## config.mk

```make
export PLATFORM = sky130hd
export DESIGN_NAME = wmsp_ctrl
export DESIGN_NICKNAME = d
export VERILOG_FILES = /design/src/rtl/core/wmsp_pkg.sv /design/src/rtl/core/wmsp_ctrl.sv
export SDC_FILE = /design/constraint.sdc
export NUM_CORES = 1
export LEC_CHECK = 0
export BUFFER_PORTS_ARGS = -buffer_cell sky130_fd_sc_hd__buf_2
export CAP_MARGIN = 5
export CORE_AREA = 2 2 39 41
export DETAILED_ROUTE_END_ITERATION = 10
export DIE_AREA = 0 0 41 43
export GPL_TIMING_DRIVEN = 0
export MAX_ROUTING_LAYER = met4
export PLACE_DENSITY = 0.38
export SYNTH_ARGS = -nofsm -noshare
export SYNTH_HDL_FRONTEND = slang
export SYNTH_SLANG_ARGS = --single-unit
```

## constraint.sdc

```tcl
create_clock -name clock -period 1.31 [get_ports clock]
set_clock_uncertainty 0.2 [all_clocks]
set_input_delay 0.0655 -clock clock [delete_from_list [all_inputs] [get_ports clock]]
set_output_delay 0.0655 -clock clock [all_outputs]
set_load 0.02 [all_outputs]
```

## src/rtl/core/wmsp_pkg.sv

```systemverilog
// ----------------------------------------------------------------------------
// wmsp_pkg
// Shared types and constants of the window max/sum pooling block.
// ----------------------------------------------------------------------------
`default_nettype none

package wmsp_pkg;

   // Stream geometry
   localparam int MAX_HEIGHT = 64;
   localparam int MAX_KERNEL = 8;
   localparam int ROW_W      = $clog2(MAX_HEIGHT);
   localparam int KCOL_W     = $clog2(MAX_KERNEL);
   localparam int RING_DEPTH = MAX_HEIGHT * MAX_KERNEL;
   localparam int RING_AW    = $clog2(RING_DEPTH);
   localparam int COL_W      = 10;

   // Field widths
   localparam int SAMPLE_W   = 16;
   localparam int POOL_W     = 22;

   // Register widths
   localparam int KER_W      = 4;
   localparam int PH_W       = 7;
   localparam int PW_W       = 11;

   // Stride test: remainder taken over a 10-bit dividend, 5 bits per cycle
   localparam int DIV_W      = 10;
   localparam int STEP_W     = 5;
   localparam int REM_W      = 3;

   // APB port
   localparam int CSR_AW     = 5;
   localparam int CSR_DW     = 32;

   typedef enum logic [2:0] {
      REG_KERNEL_HEIGHT = 3'd0,
      REG_KERNEL_WIDTH  = 3'd1,
      REG_ROW_STRIDE    = 3'd2,
      REG_COL_STRIDE    = 3'd3,
      REG_PLANE_HEIGHT  = 3'd4,
      REG_PLANE_WIDTH   = 3'd5,
      REG_MAX_MODE      = 3'd6
   } csr_reg_type;

   // Clamped configuration as the datapath sees it
   typedef struct packed {
      logic [KER_W-1:0] kh;
      logic [KER_W-1:0] kw;
      logic [KER_W-1:0] rs;
      logic [KER_W-1:0] cs;
      logic [PH_W-1:0]  ph;
      logic [PW_W-1:0]  pw;
      logic             max_mode;
   } cfg_type;

   typedef enum logic [2:0] {
      ST_IDLE  = 3'd0,
      ST_MOD   = 3'd1,
      ST_WALK  = 3'd2,
      ST_DRAIN = 3'd3,
      ST_PUSH  = 3'd4
   } state_type;

   typedef struct packed {
      logic capture;
      logic walk_start;
      logic walk_read;
      logic load_out;
   } cmd_type;

   typedef struct packed {
      logic close;
      logic walk_last;
      logic out_free;
   } sts_type;

endpackage

`default_nettype wire

```

## src/rtl/core/wmsp_ctrl.sv

```systemverilog
// ----------------------------------------------------------------------------
// wmsp_ctrl
// Sequencer: take a word, finish the stride test, walk the window, push.
// ----------------------------------------------------------------------------
`default_nettype none

module wmsp_ctrl
   import wmsp_pkg::*;
(
   input  wire logic    clock,
   input  wire logic    reset,
   input  wire logic    req_valid,
   output      logic    req_ready,
   output      cmd_type cmd,
   input  wire sts_type sts
);

   state_type state_ff, state_in;

   always_ff @(posedge clock) begin
      if (reset)
         state_ff <= ST_IDLE;
      else
         state_ff <= state_in;
   end

   always_comb begin
      state_in = state_ff;
      unique case (state_ff)
         ST_IDLE:  if (req_valid) state_in = ST_MOD;
         ST_MOD:   state_in = sts.close ? ST_WALK : ST_IDLE;
         ST_WALK:  if (sts.walk_last) state_in = ST_DRAIN;
         ST_DRAIN: state_in = ST_PUSH;
         ST_PUSH:  if (sts.out_free) state_in = ST_IDLE;
         default:  state_in = ST_IDLE;
      endcase
   end

   always_comb begin
      req_ready      = (state_ff == ST_IDLE);
      cmd.capture    = (state_ff == ST_IDLE) && req_valid;
      cmd.walk_start = (state_ff == ST_MOD) && sts.close;
      cmd.walk_read  = (state_ff == ST_WALK);
      cmd.load_out   = (state_ff == ST_PUSH) && sts.out_free;
   end

   a_capture_to_mod: assert property (@(posedge clock) disable iff (reset)
      cmd.capture |=> state_ff == ST_MOD)
      else $error("accepted word did not enter the stride test");

   a_no_close_back_idle: assert property (@(posedge clock) disable iff (reset)
      (state_ff == ST_MOD && !sts.close) |=> state_ff == ST_IDLE)
      else $error("word without result did not release the input");

   a_walk_to_push: assert property (@(posedge clock) disable iff (reset)
      (state_ff == ST_WALK && sts.walk_last) |=> ##1 state_ff == ST_PUSH)
      else $error("window walk did not reach the push state");

   a_load_needs_room: assert property (@(posedge clock) disable iff (reset)
      cmd.load_out |-> sts.out_free)
      else $error("result loaded over an untaken result");

endmodule

`default_nettype wire

```

* After elaboration in Yosys (flattened, before gate mapping) *
Index checks and enable logic that the tools add are counted.

storage, ports and cells
  bits in registers = 3
  latch bits = 0
  bits in writable memories = 0
  memory bits (read-only) = 0
  input bits = 6
  output and inout port bits = 5
  word-level logic and storage cells = 18
  memories kept = 0

operators by class
  add/sub/neg operators = 0
  multiply operators = 0
  div/mod/pow operators = 0
  magnitude comparators = 0
  equality and inequality tests = 7
  shift-type cells = 0
  mux-type cells = 5
  bitwise gates (word level) = 0
  reductions and logical operators = 5

operators with widths
  kind                  number
  $pmux W3 S5           1
  $mux W3               3
  $eq A3 B2 Y1 const B  2
  $ne A2 B2 Y1 const B  2
  $eq A3 B1 Y1 const B  1
  $eq A3 B3 Y1 const B  1
  $logic_and A1 B1 Y1   3
  $logic_not A3 Y1      1
  $reduce_and A3 Y1     1
  $mux W2               1
  $ne A2 B1 Y1 const B  1

* Longest topological paths before layout *
Gate-level depths: netlist (run 1).

  depth in word-level cells = 3
  depth in mapped cells = 3
  depth with buffers taken out = 2

* Least setup slack after synthesis (run 1) *
Ideal clock, no wire load.

  path kind = register to output
  from = register state_ff[0]
  to = output cmd[0] in the netlist's numbering
  arrival = 1.136 ns
  required time = 1.044 ns
  slack = -0.091 ns
  stages on the path, launching flop included = 3
  path buffers = 1
  path through = dfxtp_1 -> buf_6 -> nor4bb_1

RTL lines
  item                    RTL line         RTL
  start, declared         wmsp_ctrl.sv:18  state_type state_ff, state_in;
  start signal, assigned  wmsp_ctrl.sv:24  state_ff <= state_in;
  end, declared           wmsp_ctrl.sv:14  output cmd_type cmd,

==> results of run 1 <==
-- stage by stage --
| stage | TNS, ns | worst slack (ns) | power, mW |
|---|---|---|---|
| 6_report | -0.03579 | -0.03058 | 0.3246 |
| 5_1_grt | -0.3115 | -0.06231 | 0.3549 |
| 4_1_cts | -0.07056 | -0.03497 | 0.3323 |
| 3_5_place_dp | -0.03039 | -0.03039 | 0.1605 |
| 3_3_place_gp | -0.01200 | -0.01200 | 0.1586 |
| 2_1_floorplan | 0 | 0.01940 | 0.1394 |
-- layer usage --
metal,part of all wire,vias to the layer above,GRT usage
met3,0.16,0,0.06283
met5,0,-,-
met1,0.51,81,0.1054
met4,0,0,0.02000
li1,-,104,-
met2,0.32,13,0.06250
-- cell type report --
class                   instances  area share
clock buffers                   4     0.07807
multi-input cells              14      0.3755
flip-flops and latches          3      0.2119
well taps                      16     0.05948
repair buffers                 14      0.2751
-- kinds of logic (layout without fill, tap and decap cells) --
family / count (synthesis) / in the layout / synth area share
buffers and inverters: 1 / 18 / 0.06569
AOI/OAI and AO/OA: 3 / 3 / 0.1241
and+or+nand+nor: 11 / 11 / 0.4598
DFF: 3 / 3 / 0.3504
-- worst reg2reg max path, delay by kind of cell, from the launching register on --
family	cells	cell delay [ns]
AOI/OAI and AO/OA	1	0.13
DFF	1	0.37
and+or+nand+nor	1	0.55
-- synth_stat cells --
library cell  count
or4b_1            1
nand2b_1          2
nor3b_1           1
nor3_1            2
a2111oi_0         1
dfxtp_1           3
buf_6             1
a211oi_1          1
a21oi_1           1
nand2_1           1
nand3b_1          2
nor4bb_1          2
-- cell usage in the layout, fill, tap and decap left out --
cell	netlist	layout
nand2b_1	2	2
clkbuf_1	0	1
nand2_1	1	1
nor3_1	2	1
dfxtp_4	0	3
nor3_2	0	1
clkbuf_4	0	3
a2111oi_0	1	1
dlygate4sd3_1	0	3
nand3b_1	2	2
nor3b_2	0	1
a211oi_1	1	1
nor4bb_2	0	2
buf_4	0	3
buf_2	0	8
or4b_1	1	1
a21oi_2	0	1
-- power breakdown --
part	internal [mW]	leakage, nW	switching [mW]
combinational	0.0344	0.0915	0.0278
sequential	0.0935	0.0267	0.00987
clock	0.114	0.0150	0.0450
-- repair_timing --
action / in CTS / in global routing
pin swaps: 2 / 0
endpoints found under the setup margin: 5 / 5
setup buffers: 1 / 0
resized for setup: 9 / 4
endpoints found under the hold margin: 3 / 2
-- worst max-delay path by stage --
stage / start / to / depth (start not counted)
after floorplan: state_ff[0]$_SDFFE_PP0P_ / state_ff[2]$_SDFFE_PP0P_ / 3
after global placement: state_ff[0]$_SDFFE_PP0P_ / state_ff[2]$_SDFFE_PP0P_ / 3
after detailed placement: state_ff[0]$_SDFFE_PP0P_ / state_ff[2]$_SDFFE_PP0P_ / 3
after CTS: state_ff[1]$_SDFFE_PP0P_ / cmd[2] / 2
after global routing: state_ff[1]$_SDFFE_PP0P_ / cmd[2] / 2
final: state_ff[1]$_SDFFE_PP0P_ / cmd[2] / 2
==> impl_metrics.toml, run 1 <==
[place]
io_buffers = 10
placed_cell_area_um2 = 254.0
gp_congestion = 0.6167
hpwlAfterDp_um = 312.2
place_inst = 44

[clock_network]
cts-buffers-inserted = 3
cts_hold_buf = 3
cts_tree = "built"
clock_latency_ns = 0.23
clock-sinks = 3
ctsHtreeMaxLevel = 1
cts.path.max_buffers = 2
clk_pin_slew_ns = 0.04
cts-root-buf = "clkbuf_4"

[yosys]
synth_top_area_frac = 0.3504
syn_inst = 18
yosysSeqAreaShare = 0.3504
syn_area_per_cell_um2 = 9.523
synth_nets = 24
synth_area_leaders = "dfxtp_1, nor4bb_1, nand3b_1"
synth_cell_types = 12
syn-cell-area_um2 = 171.4
yosysTopAreaCell = "dfxtp_1"
yosysWarnings = 0
ys_ff_latch = 3

[floorplanning]
ios = 11
die_area_um2 = 1763
die_h_um = 43
die_w_um = 41
start_util = 0.1239
core_area_um2 = 1384
row_count = 14

[routing]
drc_errors = 0
drtIter0Drc = 1
final_antenna_net_count = 0
drt-wirelength-per-cell_um = 9.196
drt_wl_total_um = 469
vias_per_cell = 3.882
dr_total_vias = 198
firstDrtPassIters = 2

[critical_path]
cp.arrival_ns = 1.08
cp-start-kind = "flop"
cp_num_buf_inv = 1
worstPathCellList = "nor4bb_2, buf_2"
crit_required_ns = 1.04
worstSetupPathType = "reg2out"
crit_path_top_delay_cell = "dfxtp_4"
rrSetupSlack_ns = 0
reg2reg_to = "state_ff[2]$_SDFFE_PP0P_"
crit_family = "flip-flops"
cp_slowest_stage_delay_ns = 0.35
path_max_fanout = 6
worst_setup_path_end_kind = "primary output"
r2r-start = "state_ff[0]$_SDFFE_PP0P_"
worstRegToRegCells = 2

[sta]
finalWorstSetupSlack_ns = -0.03058
period_share = 1.023
fin_crit_ns = 1.341
hold_viol_final = 2
rsz0062_at_grt = "yes"
hold_ws_ns = -0.07376
slew_violations = 0
max_slew_margin = 0.7877
tightest_slew_ns = 0.3105
fmaxAchievable_mhz = 745.9
setup-violations-final = 4

[power_and_ir_drop]
power_leakage_nw = 0.1332
p_per_area_nw_per_um2 = 964.5
ir_drop_mv = 0.4122

[layout]
utilization = 0.2432
largest_reg_flops = 3
multi_input_area_um2 = 126.4
largest_register = "state_ff"
synthToLayoutAreaGrowth_pct = 96.35
final_cell_area_um2 = 336.6
final_nets = 42
seq_area_um2 = 71.32
reg_top3 = "state_ff: 3 flops"
post_route_cells_drive_above_1_share = 0.6286
nFillCells = 150
fin_cells = 51
antenna_cells = 0

[worst_hold_path]
hold_path_class = "in2reg"
hp-start = "sts[0]"
holdPathStages = 3
holdPathEnd = "state_ff[2]$_SDFFE_PP0P_"

[outcome]
status = "finished with violations"
violations = "negative hold slack, negative setup slack"

[run]
cap_violations = 0

[global_routing]
antenna_found_initial = 0
grt-ovfl-total = 0
grt_usage = 0.06982
grt_pass1_wl_um = 772
grt_max_degree = 11
grt_pass1_vias = 175
Power figures use the tool's default switching activity.
==> run 2, diff against run 1 <==
--- a/config.mk
+++ b/config.mk
@@ -5,6 +5,7 @@
 export SDC_FILE = /design/constraint.sdc
 export NUM_CORES = 1
 export LEC_CHECK = 0
+export ABC_CLOCK_PERIOD_IN_PS = 1660
 export BUFFER_PORTS_ARGS = -buffer_cell sky130_fd_sc_hd__buf_2
 export CAP_MARGIN = 5
 export CORE_AREA = 2 2 39 41
@@ -12,7 +13,7 @@
 export DIE_AREA = 0 0 41 43
 export GPL_TIMING_DRIVEN = 0
 export MAX_ROUTING_LAYER = met4
-export PLACE_DENSITY = 0.38
+export PLACE_DENSITY = 0.37
 export SYNTH_ARGS = -nofsm -noshare
 export SYNTH_HDL_FRONTEND = slang
 export SYNTH_SLANG_ARGS = --single-unit
==> constraint.sdc (replaced) <==
create_clock -name clock -period 1.66 [get_ports clock]
set_clock_uncertainty 0.2 [all_clocks]
set_input_delay 0.083 -clock clock [delete_from_list [all_inputs] [get_ports clock]]
set_output_delay 0.083 -clock clock [all_outputs]
set_load 0.02 [all_outputs]
==> impl_metrics.toml, run 2 (synthesis gave the netlist of run 1 again) <==
[outcome]
status = "complete, no violations"

[layout]
seq_area_um2 = 60.06
mostFrequentLayoutCell = "buf_2"
antenna_cells = 0
post_route_cells_drive_above_1_share = 0.3784
layout_common_cells = "buf_2, dlygate4sd3_1, clkbuf_4, dfxtp_1"
reg_top3 = "state_ff: 3 flops"
final_nets = 44
largest_register = "state_ff"
nFillCells = 157
synthToLayoutAreaGrowth_pct = 85.40
multi_input_area_um2 = 100.1
final_cell_area_um2 = 317.8
largest_reg_flops = 3

[global_routing]
grt_max_degree = 11
grt_pass1_vias = 195
antenna_found_initial = 0
grt_pass1_wl_um = 793
grt_usage = 0.07290
grt-ovfl-total = 0

[worst_hold_path]
hold_path_class = "reg2reg"

[routing]
final_antenna_net_count = 0
drt_wl_total_um = 456
drt-wirelength-per-cell_um = 8.604
drtIter0Drc = 2
drc_errors = 0
firstDrtPassIters = 2
vias_per_cell = 3.849
dr_total_vias = 204

[sta]
setup_tns_ns = 0
max_slew_margin = 0.7876
setup-violations-final = 0
fmaxAchievable_mhz = 676.0
hold_viol_final = 0
rsz0062_at_grt = "no"
slew_violations = 0
period_share = 0.8911
fin_crit_ns = 1.479
tightest_slew_ns = 0.3105

[floorplanning]
start_util = 0.1239
die_area_um2 = 1763
ios = 11
core_area_um2 = 1384
die_h_um = 43
die_w_um = 41
row_count = 14

[power_and_ir_drop]
p_per_area_nw_per_um2 = 814.1
p_int_uw = 193.9
ir_drop_mv = 0.3893
power_leakage_nw = 0.1320
pwr-share-clk = 0.489
p_sw_frac = 0.2507
pwr-share-comb = 0.201
seq_power_share = 0.309
switchingPower_uw = 64.88

[critical_path]
worst_setup_path_end_kind = "primary output"
cp.arrival_ns = 1.20
cp-start-kind = "primary input"
crit_required_ns = 1.38
worstSetupPathType = "in2out"
path_max_fanout = 2

[place]
io_buffers = 10
hpwlAfterDp_um = 303.5
gp_congestion = 0.6032
placed_cell_area_um2 = 241.5

[clock_network]
clk_pin_slew_ns = 0.04
cts-buffers-inserted = 3
cts.path.max_buffers = 2
cts_tree = "built"
ctsHtreeMaxLevel = 1
clock-sinks = 3
post_cts_resized = 0
postCtsSetupBuffers = 0
cts-root-buf = "clkbuf_4"
clock_latency_ns = 0.23

[run]
cap_violations = 0
## run 2: critical path, cell delays in order
cell,delay (ns)
dlygate4sd3_1,0.52
buf_2,0.11
nor4bb_1,0.27
buf_2,0.21
## run 2: metrics by stage
step	hold slack [ns]	std cells	utilization	total power, mW	setup slack, ns
floorplan	-0.04793	18	-	0.1080	0.2411
global placement	0.07393	44	0.1745	0.1231	0.3431
detailed placement	0.08122	44	0.1745	0.1244	0.3309
CTS	0.3569	53	0.2297	0.2683	0.2014
global route	0.4001	53	0.2297	0.2813	0.1219
finish	0.3503	53	0.2297	0.2587	0.1807
## run 2: power groups by stage
stage	clock (mW)	combinational (mW)	sequential [mW]
after floorplan	0	0.0278	0.0802
after global placement	0	0.0424	0.0807
after detailed placement	0	0.0433	0.0811
after CTS	0.136	0.0525	0.0801
after global routing	0.143	0.0575	0.0809
final	0.127	0.0521	0.0801
## run 2: routing by layer
layer | routed length (um) | track usage
met5 | 0 | -
met3 | 46 | 0.06283
met2 | 156 | 0.07500
met4 | 0 | 0.04000
met1 | 253 | 0.09265
## run 2: path summary, 6_finish.rpt
check | cells past startpoint | slack, ns | from | end
max | 4 | 0.18 | sts[2] | cmd[2]
max reg2reg | 3 | 0.32 | state_ff[0]$_SDFFE_PP0P_ | state_ff[2]$_SDFFE_PP0P_
min | 2 | 0.35 | state_ff[0]$_SDFFE_PP0P_ | state_ff[0]$_SDFFE_PP0P_
min reg2reg | 2 | 0.35 | state_ff[0]$_SDFFE_PP0P_ | state_ff[0]$_SDFFE_PP0P_
## run 2: area by class of cell
cell class | count | area share
well taps | 16 | 0.06299
plain buffers | 1 | 0.03543
multi-input cells | 14 | 0.3150
clock buffers | 4 | 0.08268
repair buffers | 15 | 0.3150
flip-flops and latches | 3 | 0.1890
## run 2: repair_timing
item                                    in CTS  in global routing
hold buffers                                 5                  0
endpoints found under the hold margin        3                  0
endpoints found under the setup margin       0                  0
