**config.mk**
```make
export PLATFORM = sky130hd
export DESIGN_NAME = wmsp_csr
export DESIGN_NICKNAME = d
export VERILOG_FILES = /design/src/rtl/core/wmsp_pkg.sv /design/src/rtl/core/wmsp_csr.sv
export SDC_FILE = /design/constraint.sdc
export NUM_CORES = 1
export LEC_CHECK = 0
export ABC_AREA = 1
export BUFFER_PORTS_ARGS = -buffer_cell sky130_fd_sc_hd__buf_2
export CAP_MARGIN = 15
export CORE_UTILIZATION = 37
export DETAILED_ROUTE_END_ITERATION = 8
export GPL_TIMING_DRIVEN = 0
export PLACE_DENSITY = 0.72
export SYNTH_ARGS = -nofsm -noshare
export SYNTH_HDL_FRONTEND = slang
export SYNTH_SLANG_ARGS = --single-unit
```
**constraint.sdc**
```tcl
create_clock -name clock -period 1.3 [get_ports clock]
set_clock_uncertainty 0.2 [all_clocks]
set_input_delay 0.13 -clock clock [delete_from_list [all_inputs] [get_ports clock]]
set_output_delay 0.13 -clock clock [all_outputs]
set_load 0.02 [all_outputs]
```
**src/rtl/core/wmsp_pkg.sv**
```systemverilog
// ----------------------------------------------------------------------------
// wmsp_pkg
// Shared types and constants of the window max/sum pooling block.
// ----------------------------------------------------------------------------
`default_nettype none

package wmsp_pkg;

   // Stream geometry
   localparam int MAX_HEIGHT = 64;
   localparam int MAX_KERNEL = 8;
   localparam int ROW_W      = $clog2(MAX_HEIGHT);
   localparam int KCOL_W     = $clog2(MAX_KERNEL);
   localparam int RING_DEPTH = MAX_HEIGHT * MAX_KERNEL;
   localparam int RING_AW    = $clog2(RING_DEPTH);
   localparam int COL_W      = 10;

   // Field widths
   localparam int SAMPLE_W   = 16;
   localparam int POOL_W     = 22;

   // Register widths
   localparam int KER_W      = 4;
   localparam int PH_W       = 7;
   localparam int PW_W       = 11;

   // Stride test: remainder taken over a 10-bit dividend, 5 bits per cycle
   localparam int DIV_W      = 10;
   localparam int STEP_W     = 5;
   localparam int REM_W      = 3;

   // APB port
   localparam int CSR_AW     = 5;
   localparam int CSR_DW     = 32;

   typedef enum logic [2:0] {
      REG_KERNEL_HEIGHT = 3'd0,
      REG_KERNEL_WIDTH  = 3'd1,
      REG_ROW_STRIDE    = 3'd2,
      REG_COL_STRIDE    = 3'd3,
      REG_PLANE_HEIGHT  = 3'd4,
      REG_PLANE_WIDTH   = 3'd5,
      REG_MAX_MODE      = 3'd6
   } csr_reg_type;

   // Clamped configuration as the datapath sees it
   typedef struct packed {
      logic [KER_W-1:0] kh;
      logic [KER_W-1:0] kw;
      logic [KER_W-1:0] rs;
      logic [KER_W-1:0] cs;
      logic [PH_W-1:0]  ph;
      logic [PW_W-1:0]  pw;
      logic             max_mode;
   } cfg_type;

   typedef enum logic [2:0] {
      ST_IDLE  = 3'd0,
      ST_MOD   = 3'd1,
      ST_WALK  = 3'd2,
      ST_DRAIN = 3'd3,
      ST_PUSH  = 3'd4
   } state_type;

   typedef struct packed {
      logic capture;
      logic walk_start;
      logic walk_read;
      logic load_out;
   } cmd_type;

   typedef struct packed {
      logic close;
      logic walk_last;
      logic out_free;
   } sts_type;

endpackage

`default_nettype wire

```
**src/rtl/core/wmsp_csr.sv**
```systemverilog
// ----------------------------------------------------------------------------
// wmsp_csr
// APB register file; presents clamped configuration to the datapath.
// ----------------------------------------------------------------------------
`default_nettype none

module wmsp_csr
   import wmsp_pkg::*;
(
   input  wire logic              clock,
   input  wire logic              reset,
   input  wire logic              psel,
   input  wire logic              penable,
   input  wire logic              pwrite,
   input  wire logic [CSR_AW-1:0] paddr,
   input  wire logic [CSR_DW-1:0] pwdata,
   output      logic [CSR_DW-1:0] prdata,
   output      logic              pready,
   output      cfg_type           cfg
);

   logic [KER_W-1:0] kh_ff, kw_ff, rs_ff, cs_ff;
   logic [PH_W-1:0]  ph_ff;
   logic [PW_W-1:0]  pw_ff;
   logic             mode_ff;
   logic             wr_en;
   csr_reg_type      idx;

   assign pready = 1'b1;
   assign wr_en  = psel & penable & pwrite;
   assign idx    = csr_reg_type'(paddr[CSR_AW-1:2]);

   always_ff @(posedge clock) begin
      if (reset) begin
         kh_ff   <= KER_W'(2);
         kw_ff   <= KER_W'(2);
         rs_ff   <= KER_W'(2);
         cs_ff   <= KER_W'(2);
         ph_ff   <= PH_W'(32);
         pw_ff   <= PW_W'(32);
         mode_ff <= 1'b0;
      end else if (wr_en) begin
         unique case (idx)
            REG_KERNEL_HEIGHT: kh_ff   <= pwdata[KER_W-1:0];
            REG_KERNEL_WIDTH:  kw_ff   <= pwdata[KER_W-1:0];
            REG_ROW_STRIDE:    rs_ff   <= pwdata[KER_W-1:0];
            REG_COL_STRIDE:    cs_ff   <= pwdata[KER_W-1:0];
            REG_PLANE_HEIGHT:  ph_ff   <= pwdata[PH_W-1:0];
            REG_PLANE_WIDTH:   pw_ff   <= pwdata[PW_W-1:0];
            REG_MAX_MODE:      mode_ff <= pwdata[0];
            default: ;
         endcase
      end
   end

   always_comb begin
      unique case (idx)
         REG_KERNEL_HEIGHT: prdata = CSR_DW'(kh_ff);
         REG_KERNEL_WIDTH:  prdata = CSR_DW'(kw_ff);
         REG_ROW_STRIDE:    prdata = CSR_DW'(rs_ff);
         REG_COL_STRIDE:    prdata = CSR_DW'(cs_ff);
         REG_PLANE_HEIGHT:  prdata = CSR_DW'(ph_ff);
         REG_PLANE_WIDTH:   prdata = CSR_DW'(pw_ff);
         REG_MAX_MODE:      prdata = CSR_DW'(mode_ff);
         default:           prdata = '0;
      endcase
   end

   // Zero acts as one, anything past the bound acts as the bound
   function automatic logic [KER_W-1:0] clamp_ker(input logic [KER_W-1:0] v);
      if (v == '0)
         return KER_W'(1);
      if (v > KER_W'(MAX_KERNEL))
         return KER_W'(MAX_KERNEL);
      return v;
   endfunction

   always_comb begin
      cfg.kh       = clamp_ker(kh_ff);
      cfg.kw       = clamp_ker(kw_ff);
      cfg.rs       = clamp_ker(rs_ff);
      cfg.cs       = clamp_ker(cs_ff);
      cfg.ph       = (ph_ff == '0) ? PH_W'(1) :
                     (ph_ff > PH_W'(MAX_HEIGHT)) ? PH_W'(MAX_HEIGHT) : ph_ff;
      cfg.pw       = (pw_ff == '0) ? PW_W'(1) :
                     (pw_ff > PW_W'(1024)) ? PW_W'(1024) : pw_ff;
      cfg.max_mode = mode_ff;
   end

endmodule

`default_nettype wire

```
# == Word level (Yosys, flattened, before mapping) ==
# Index checks and enable logic that the tools add are counted.
# classes
reduce_logical,14
n_bitwise,2
n_lt_le_gt_ge,6
muxes,33
eq_ne,6
# op_table
op,count
one-hot mux 11 bit (7 select lines),1
two-way mux 4 bit,16
two-way mux 11 bit,2
> comparator 4 bit (second input constant),4
zero test 4 bit,4
two-way mux 7 bit,2
AND reduction 2 bit,7
two-way mux 1 bit,12
> comparator 11 bit (second input constant),1
zero test 11 bit,1
equality test 3 bit (second input constant),3
> comparator 7 bit (second input constant),1
zero test 7 bit,1
equality test 3 x 2 -> 1 bit (second input constant),2
equality test 3 x 1 -> 1 bit (second input constant),1
zero test 3 bit,1
AND 1 bit,2
# word_totals
out_inout_bits,68
in_bits,42
elab_cells,68
reg_bits,35

# == Logic depth before layout (Yosys ltp) ==
# Gate-level depths: netlist of run 1.
# depth
depth_word,5
ltp_mapped,8
ltp_nobuf,7

# == Worst setup path after synthesis of run 1 ==
# No wires, ideal clock.
# synth_path
path_type,register to output
from,register pw_ff[2]
to,output cfg[2] (netlist name)
path_stages_with_launch,6
path_buffers,0
t_arrival_ns,0.994
setup_slack_ns,-0.024
required_ns,0.970
path_cell_list,dfxtp_1 -> nor2_1 -> nand3_1 -> nor2_1 -> nor2_1 -> nor2_1
# synth_rtl
item,line,rtl
from (decl),wmsp_csr.sv:24,logic [PW_W-1:0] pw_ff;
from (signal assigned),wmsp_csr.sv:49,REG_PLANE_WIDTH: pw_ff <= pwdata[PW_W-1:0];
to (decl),wmsp_csr.sv:19,output cfg_type cfg

==> results.ini, run 1 <==
[yosys]
ys_warn_count = 0
synth_compound_area_share_pct = 8.058
netlist_instances = 354
post_synth_mux_area_share_pct = 0
synth_top_family_by_area = simple AND/OR/NAND/NOR gates
syn_area_per_cell_um2 = 6.097
ys_ff_latch = 35
netlist_area_um2 = 2158
ys_seq_area_share_pct = 32.46
yosysUniqueCellTypes = 23
yosys.area_share.simple_pct = 38.72
synth_xor_area_share_pct = 0
yosys.area_share.adder_pct = 0

[floorplanning]
die_h_um = 78.38
initial_core_util_pct = 38.72
rows = 27
io-pin-count = 110
die_w_um = 78.38
core_region_area_um2 = 5574
dieArea_um2 = 6143

[timing]
tightest_slew_ns = 0.5575
hold_violations = 0
fmax_mhz = 579.5
period_share_pct = 132.7
slew_headroom_pct = 62.83
fin_ws_ns = -0.4256
finalSetupViolations = 28
fin_crit_ns = 1.726
rsz0062_at_grt = yes
whs_ns = 0.04642
drv_slew = 0

[pwr]
irDropWorstVdd_mv = 0.4716
leakage_nw = 1.653
swShare_pct = 29.59
p_switching_w = 0.0006940
combPwrFrac_pct = 20.2
p_int_w = 0.001651
p_seq_share_pct = 46.7
power_frac_clock_pct = 33.1
power_density_nw_per_um2 = 682.9

[global_routing]
antenna_found_initial = 0
globalRouteOverflowTotal = 0
grt_pass1_wl_um = 10170
grt_pass1_vias = 2185
grt_max_degree = 11
grt_util_all_layers_pct = 21.11

[place]
hpwl_um = 4238
numPortBuffers = 62
dpl.cell_count = 508
place_congestion = 0.8674
place_area_um2 = 2634
post-place-ws_ns = -0.2003

[clocking]
cts_tree = built
cts_inserted_buffers = 5
clk_pin_slew_ns = 0.07
cts_root_buf = clkbuf_8
htree_levels = 2
clock_latency_ns = 0.29
cts.sinks = 35
ctsLongestPathBuffers = 2

[hold_path]
min_path_type = in2reg
hold_start = paddr[2]
hold_depth = 4

[final_layout]
fillers = 479
finalNonFillerCells = 543
final_area_um2 = 3435
drive_gt1_share_pct = 47.77
area_growth_pct = 59.13
final_nets = 512
multi_input_area_um2 = 1303
regArea_um2 = 757.0
diodes = 0

[critical_path]
timing.rr.start = kh_ff[3]
path_class = reg2out
critPathMaxFanout = 8
critPathLaunchType = flop
cp.required_ns = 0.97
cpMostUsedCell = nor2_2
critPathLaunch = pw_ff[4]
slowest_delay_ns = 0.34
crit_chain = nor2_2, nand3_1, nor2_2, nor2_4, nor2_1, buf_4
critPathSlowestCell = dfxtp_2
worstPathArrival_ns = 1.40
r2r_cells = 4
crit_path_end_kind = output pin

[drt]
ant_nets = 0
wl_per_cell_um = 12.29
dr.pass1.iters = 4
wirelength_um = 6672
drc = 0
drt_iter0_drc = 173
viasPerCell = 4.663
vias = 2532

[flow_run]
maxCapViolations = 0

[outcome]
outcome = finished with violations
violations = negative setup slack

-- cells in the mapped netlist --
cell      count  area, um2
clkinv_1      1      3.750
o21ai_0      26      130.1
inv_1        41      153.9
dfxtp_1      35      700.7
nand4_1       4      25.02
buf_6         4      45.04
nand2_2       1      6.260
buf_2         1      5.000
nand3_4       1      17.52
inv_2         3      11.26
nor2_1      104      390.4
nand2_4       1      11.26
buf_1         2      7.510
conb_1        2      7.510
buf_4        25      187.7
nor2_4        3      33.78
o22ai_1       3      18.77
nand2_1      62      232.7
a21oi_1       5      25.02
nor3_1        1      5.000
nor2_2        3      18.77
nand3_1      19      95.09
clkbuf_1      7      26.28
-- state kept, by name, indices dropped and copies added (netlist names) --
signal	cells
pw_ff	11
ph_ff	7
cs_ff	4
kh_ff	4
kw_ff	4
rs_ff	4
mode_ff	1
-- final timing paths --
kind | to | slack (ns)
setup / recovery | cfg[9] | -0.43
hold / removal | kw_ff[1] | 0.05
setup reg to reg | kh_ff[3] | 0.25
hold reg to reg | kw_ff[1] | 0.30
-- what timing repair did --
action | CTS | global route
setup buffers | 7 | 7
cloned | 1 | 0
pin swaps | 34 | 28
endpoints found under the setup margin | 36 | 40
resized for setup | 133 | 65
hold buffers | 12 | 0
hold endpoints to repair | 21 | 0
-- power by group through the flow --
stage	Clock, W	Sequential [W]	Combinational (W)
3_3_place_gp	0	0.00112	0.000365
6_report	0.000777	0.00109	0.000474
4_1_cts	0.000790	0.00110	0.000437
5_1_grt	0.000836	0.00109	0.000512
3_5_place_dp	0	0.00112	0.000367
2_1_floorplan	0	0.00112	0.000273
-- kinds of logic (layout without fill, tap and decap cells) --
logic type	Yosys count	after routing
buffers and inverters	84	181
other	2	22
DFF	35	35
and+or+nand+nor	199	199
AOI/OAI and AO/OA	34	34
-- routing by layer --
| metal | track usage [%] | part of all wire [%] | wire [um] | vias to the layer above |
|---|---|---|---|---|
| met2 | 35.88 | 50 | 3311 | 114 |
| li1 | - | - | - | 1264 |
| met1 | 25.98 | 40 | 2702 | 1130 |
| met4 | 8.704 | 3.1 | 204 | 0 |
| met3 | 4.070 | 6.8 | 455 | 24 |
| met5 | 0 | 0 | 0 | - |
-- worst max-delay path, delay by kind of cell, from the launching register on --
family	cells	cell delay, ns
AND/OR/NAND/NOR	5	0.60
flip-flops	1	0.34
buffers and inverters	1	0.16
-- cells in the final DEF (no fill, tap or decap), types with 2 or more instances in the layout --
master,count
clkbuf_8,5
buf_2,24
nand3_2,7
inv_4,4
buf_1,2
buf_4,49
o21ai_1,4
o21ai_2,4
o21ai_0,18
conb_1,22
buf_6,34
clkbuf_1,9
nand4_1,4
inv_2,20
o22ai_2,2
nand3_1,12
nor2_2,19
dfxtp_2,30
nor2_4,12
nor2_1,79
a21oi_2,4
dlygate4sd3_1,12
nand2_1,62
inv_1,20
dfxtp_4,5
-- area by class of cell --
class | instances | share of cell area [%]
inverter | 45 | 5.209
clock buffer | 7 | 2.222
tap | 72 | 2.623
sequential | 35 | 22.04
timing repair buffer | 89 | 21.82
clock inverter | 1 | 0.1457
buffer | 39 | 8.015
multi-input combinational | 255 | 37.92
-- metrics by stage --
step | power, W | setup TNS [ns] | util (%)
detailed placement | 0.001489 | -3.636 | 47.25
floorplan | 0.001392 | -0.1900 | -
global route | 0.002443 | -6.590 | 61.62
global placement | 0.001487 | -2.928 | 47.25
CTS | 0.002326 | -4.628 | 57.33
finish | 0.002345 | -5.072 | 61.62
Note: power is estimated with default switching activity, not from simulation.
==> run 2, diff against run 1 <==
--- a/config.mk
+++ b/config.mk
@@ -12,6 +12,7 @@
 export DETAILED_ROUTE_END_ITERATION = 8
 export GPL_TIMING_DRIVEN = 0
 export PLACE_DENSITY = 0.72
+export SKIP_LAST_GASP = 1
 export SYNTH_ARGS = -nofsm -noshare
 export SYNTH_HDL_FRONTEND = slang
 export SYNTH_SLANG_ARGS = --single-unit
==> results.ini, run 2 (synthesis gave the netlist of run 1 again) <==
[floorplanning]
rows = 27  ; unchanged
dieArea_um2 = 6143  ; unchanged
die_w_um = 78.38  ; unchanged
core_region_area_um2 = 5574  ; unchanged
die_h_um = 78.38  ; unchanged
io-pin-count = 110  ; unchanged
initial_core_util_pct = 38.72  ; unchanged

[pwr]
power_density_nw_per_um2 = 689.1  ; +0.90%
irDropWorstVdd_mv = 0.3585  ; -24%
power_frac_clock_pct = 33.3  ; +0.2 points
combPwrFrac_pct = 19.9  ; -0.3 points
leakage_nw = 1.652  ; about the same
p_seq_share_pct = 46.8  ; about the same
p_switching_w = 0.0006947  ; +0.11%
p_int_w = 0.001653  ; about the same
swShare_pct = 29.59  ; about the same

[global_routing]
grt_max_degree = 11  ; unchanged
grt_util_all_layers_pct = 20.79  ; -0.32 points
globalRouteOverflowTotal = 0  ; unchanged
grt_pass1_wl_um = 9929  ; -2.4%
antenna_found_initial = 0  ; unchanged
grt_pass1_vias = 2140  ; -2.1%

[critical_path]
critPathLaunch = pw_ff[9]
crit_path_end_kind = output pin
critPathLaunchType = flop
path_class = reg2out
crit_family = simple AND/OR/NAND/NOR gates
critPathMaxFanout = 8  ; unchanged
crit_chain = nor2_2, nand3_1, nor2_2, nor2_4, nor2_2, buf_4
path_buf_inv = 1  ; unchanged
timing.rr.start = kh_ff[3]
slowest_delay_ns = 0.34  ; about the same
critPathSlowestCell = dfxtp_2
cp.required_ns = 0.97  ; about the same
worstPathArrival_ns = 1.37  ; -0.03 ns
cpMostUsedCell = nor2_2

[drt]
wl_met3_um = 362  ; -20%
dr.pass1.iters = 4  ; unchanged
route.met2.wl_um = 3187  ; -3.7%
wl_per_cell_um = 12.03  ; -2.1%
routed.top_layer = met4
wirelength_um = 6535  ; -2.1%
viasPerCell = 4.578  ; -1.8%
wl_met1_um = 2815  ; +4.2%
drt_iter0_drc = 168  ; -2.9%
ant_nets = 0  ; unchanged
vias = 2486  ; -1.8%
drc = 0  ; unchanged

[outcome]
outcome = finished with violations
violations = negative setup slack

[final_layout]
finalNonFillerCells = 543  ; unchanged
largest_reg_flops = 11  ; unchanged
drive_gt1_share_pct = 47.13  ; -0.64 points
layout_commonest_cell = nor2_1
final_cell_mix = nor2_1 (79), nand2_1 (62), buf_4 (50), buf_6 (33), dfxtp_2 (32)
final_nets = 512  ; unchanged
reg.largest.list = pw_ff: 11 flops, ph_ff: 7 flops
finish.utilization_pct = 61.12  ; -0.49 points
area_growth_pct = 57.86
final_area_um2 = 3407  ; -0.80%
diodes = 0  ; unchanged
regMostFlops = pw_ff

[timing]
fin_ws_ns = -0.3985  ; +0.02717 ns
finalSetupViolations = 32  ; +14%
fin_crit_ns = 1.698  ; -0.02717 ns
rsz0062_at_grt = yes
slew_headroom_pct = 63.34  ; +0.51 points
tightest_slew_ns = 0.5499  ; -0.007621 ns
period_share_pct = 130.7  ; -2.1 points
fmax_mhz = 588.8  ; +1.6%
hold_violations = 0  ; unchanged
drv_slew = 0  ; unchanged

[flow_run]
maxCapViolations = 0  ; unchanged

[clocking]
clock_latency_ns = 0.29  ; about the same
cts.sinks = 35  ; unchanged
htree_levels = 2  ; unchanged
clk_pin_slew_ns = 0.07  ; about the same
ctsLongestPathBuffers = 2  ; unchanged
cts_inserted_buffers = 5  ; unchanged
cts_tree = built
cts_root_buf = clkbuf_8

[place]
numPortBuffers = 62  ; unchanged
dpl.cell_count = 508  ; unchanged
place_congestion = 0.8674  ; unchanged
place_area_um2 = 2634  ; unchanged
hpwl_um = 4238  ; unchanged

[hold_path]
hold_start = paddr[2]
min_path_type = in2reg

-- run 2: cell counts in the layout (fill, tap and decap cells not counted) --
No cell type changed its count.
-- run 2: worst reg2reg max path, stage by stage (launching register included) --
cell and delay, ns:
dfxtp_4 0.36, buf_6 0.13, buf_4 0.12, nor2_1 0.10
nor2_1 0.05
-- run 2: worst paths after layout --
kind              endpoint  slack, ns  cells past startpoint
hold reg to reg   cs_ff[1]       0.28                      2
hold / removal    kw_ff[1]       0.05                      4
setup / recovery    cfg[7]      -0.40                      6
setup reg to reg  kh_ff[3]       0.25                      4
-- run 2: power by group through the flow --
stage	logic, W	clock network, W	registers [W]
after floorplan	0.000273	0	0.00112
after global placement	0.000365	0	0.00112
after detailed placement	0.000367	0	0.00112
after CTS	0.000431	0.000790	0.00110
after global routing	0.000505	0.000824	0.00110
final	0.000467	0.000783	0.00110
-- run 2: through the flow --
step,power (W),setup TNS [ns],setup slack (ns),hold WS [ns]
floorplan,0.001392,-0.1900,-0.02375,0.04322
global placement,0.001487,-2.928,-0.1882,0.1523
detailed placement,0.001489,-3.636,-0.2003,0.1575
CTS,0.002319,-4.794,-0.3724,0.07281
global route,0.002428,-6.644,-0.4597,0.09787
finish,0.002348,-4.969,-0.3985,0.05090
-- run 2: layer usage --
metal  vias up  track usage [%]
li1       1262                -
met1      1113            25.27
met2        93            35.44
met3        18            3.953
met4         0            9.259
met5         -                0
-- run 2: cell type report --
class	count	area [um2]
Clock buffer	7	76.32
Multi-Input combinational cell	255	1295
Timing Repair Buffer	89	745.7
Fill cell	474	2167
Buffer	39	275.3
Sequential cell	35	748.2
Clock inverter	1	5.005
Tap cell	72	90.09
Inverter	45	171.4
-- run 2: what timing repair did --
item / 4_1_cts / 5_1_grt
gates resized for setup: 122 / 66
hold endpoints to repair: 21 / 0
hold buffers: 12 / 0
endpoints found under the setup margin: 36 / 40
buffers inserted: 7 / 7
gates cloned: 1 / 0
pin swaps: 34 / 27
==> run 3, diff against run 2 <==
--- a/config.mk
+++ b/config.mk
@@ -6,8 +6,9 @@
 export NUM_CORES = 1
 export LEC_CHECK = 0
 export ABC_AREA = 1
-export BUFFER_PORTS_ARGS = -buffer_cell sky130_fd_sc_hd__buf_2
+export BUFFER_PORTS_ARGS = -buffer_cell sky130_fd_sc_hd__clkbuf_2
 export CAP_MARGIN = 15
+export CORE_MARGIN = 4
 export CORE_UTILIZATION = 37
 export DETAILED_ROUTE_END_ITERATION = 8
 export GPL_TIMING_DRIVEN = 0
@@ -16,3 +17,4 @@
 export SYNTH_ARGS = -nofsm -noshare
 export SYNTH_HDL_FRONTEND = slang
 export SYNTH_SLANG_ARGS = --single-unit
+export TNS_END_PERCENT = 30
==> results.ini, run 3 (synthesis gave the netlist of run 1 again) <==
[outcome]
outcome = finished with violations
violations = negative setup slack

[global_routing]
grt_util_all_layers_pct = 17.48  ; -3.3 points
globalRouteOverflowTotal = 0  ; unchanged
grt_pass1_wl_um = 10070  ; +1.4%
antenna_found_initial = 0  ; unchanged
grt_max_degree = 11  ; unchanged
grt_pass1_vias = 2250  ; +5.1%

[drt]
viasPerCell = 4.547  ; -0.68%
wl_per_cell_um = 11.83  ; -1.7%
route.met2.wl_um = 3060  ; -4.0%
wirelength_um = 6296  ; -3.7%
dr.pass1.iters = 4  ; unchanged
vias = 2419  ; -2.7%
wl_met3_um = 417  ; +15%
ant_nets = 0  ; unchanged
drc = 0  ; unchanged
drt_iter0_drc = 183  ; +8.9%
routed.top_layer = met4
wl_met1_um = 2651  ; -5.8%

[pwr]
leakage_nw = 1.566  ; -5.2%
power_density_nw_per_um2 = 778.9  ; +13%
irDropWorstVdd_mv = 0.4696  ; +31%

[timing]
fin_ws_ns = -0.3795  ; +0.01893 ns
finalSetupViolations = 36  ; +13%
whs_ns = 0.009027  ; -0.04187 ns
fmax_mhz = 595.4  ; +1.1%
drv_slew = 0  ; unchanged
hold_violations = 0  ; unchanged
period_share_pct = 129.2  ; -1.5 points
rsz0062_at_grt = yes
fin_crit_ns = 1.680  ; -0.01893 ns

[final_layout]
regMostFlops = pw_ff
layout_commonest_cell = nor2_1
area_growth_pct = 41.80
multi_input_area_um2 = 1172  ; -9.5%
drive_gt1_share_pct = 33.91  ; -13 points
finish.utilization_pct = 54.90  ; -6.2 points
diodes = 0  ; unchanged
final_nets = 501  ; -2.1%
reg.largest.list = pw_ff: 11 flops, ph_ff: 7 flops
final_cell_mix = nor2_1 (91), nand2_1 (62), clkbuf_2 (48), inv_1 (39), buf_4 (34)
fillers = 525  ; +11%
regArea_um2 = 726.9  ; -2.8%
largest_reg_flops = 11  ; unchanged

[clocking]
cts_root_buf = clkbuf_8
clock_latency_ns = 0.28  ; about the same
ctsLongestPathBuffers = 2  ; unchanged
cts_tree = built
htree_levels = 2  ; unchanged
clk_pin_slew_ns = 0.07  ; about the same
cts.sinks = 35  ; unchanged
cts_inserted_buffers = 5  ; unchanged

[floorplanning]
die_h_um = 84.38  ; +7.7%
io-pin-count = 110  ; unchanged
die_w_um = 84.38  ; +7.7%
rows = 27  ; unchanged
dieArea_um2 = 7119  ; +16%
initial_core_util_pct = 38.72  ; unchanged
core_region_area_um2 = 5574  ; unchanged

[hold_path]
min_path_type = in2reg

[place]
place_congestion = 0.8725  ; +0.59%
numPortBuffers = 62  ; unchanged
hpwl_um = 4461  ; +5.3%
post-place-ws_ns = -0.2386  ; -0.03836 ns

[critical_path]
worstPathArrival_ns = 1.35  ; -0.02 ns
path_class = reg2out
crit_path_end_kind = output pin
critPathLaunchType = flop
critPathMaxFanout = 8  ; unchanged
cp.required_ns = 0.97  ; about the same

[flow_run]
maxCapViolations = 0  ; unchanged

==> run 3: cell count changes in the layout (fill, tap and decap cells not counted), sizes merged <==
cell and change:
clkbuf +51, buf -59, clkinv -1, dlygate4sd3 -2
==> run 3: per-layer routing <==
metal  GRT usage [%]  vias up
li1                -     1244
met1           20.67     1073
met2           30.85       87
met3           4.122       15
met4           6.187        0
met5               0        -
==> run 3: stage by stage <==
step                      power [W]  std cells  area, um2  setup TNS [ns]
final                      0.002384        532       3060          -5.732
after floorplan            0.001392        374       2233         -0.1900
after global routing       0.002490        532       3060          -8.879
after detailed placement   0.001492        508       2634          -4.322
after CTS                  0.002373        528       2923          -5.816
after global placement     0.001488        508       2634          -3.477
==> run 3: final timing paths <==
check / from / to / slack (ns) / cells after the start
worst max register to register: pw_ff[3] / pw_ff[3] / 0.17 / 3
worst min-delay path: pwdata[1] / cs_ff[1] / 0.009 / 3
worst max-delay path: pw_ff[8] / cfg[7] / -0.38 / 6
worst min register to register: cs_ff[1] / cs_ff[1] / 0.27 / 2
==> run 3: layout make-up <==
type | count | share of cell area [%]
buffer | 39 | 8.872
inverter | 45 | 5.519
tap | 72 | 2.944
multi-input combinational | 255 | 38.31
sequential | 35 | 23.75
clock buffer | 8 | 3.271
timing repair buffer | 78 | 17.33
==> run 3: what timing repair did <==
action	4_1_cts	5_1_grt
resized for setup	28	57
pin swaps	10	18
buffers inserted	2	4
setup endpoints to repair	36	44
endpoints found under the hold margin	17	0
hold buffers	10	0
==> run 3: power breakdown <==
part           internal (W)  switching [W]  total (W)
Clock              0.000484       0.000386   0.000869
Sequential          0.00108      0.0000130    0.00110
Combinational      0.000160       0.000258   0.000418
Total               0.00173       0.000657    0.00238
==> run 3: worst max-delay path, cell delays in order, from the launching register on <==
cell     delay, ns
dfxtp_2       0.33
nor2_2        0.11
nand3_2       0.10
nor2_4        0.14
nor2_4        0.08
nor2_2        0.16
buf_6         0.14
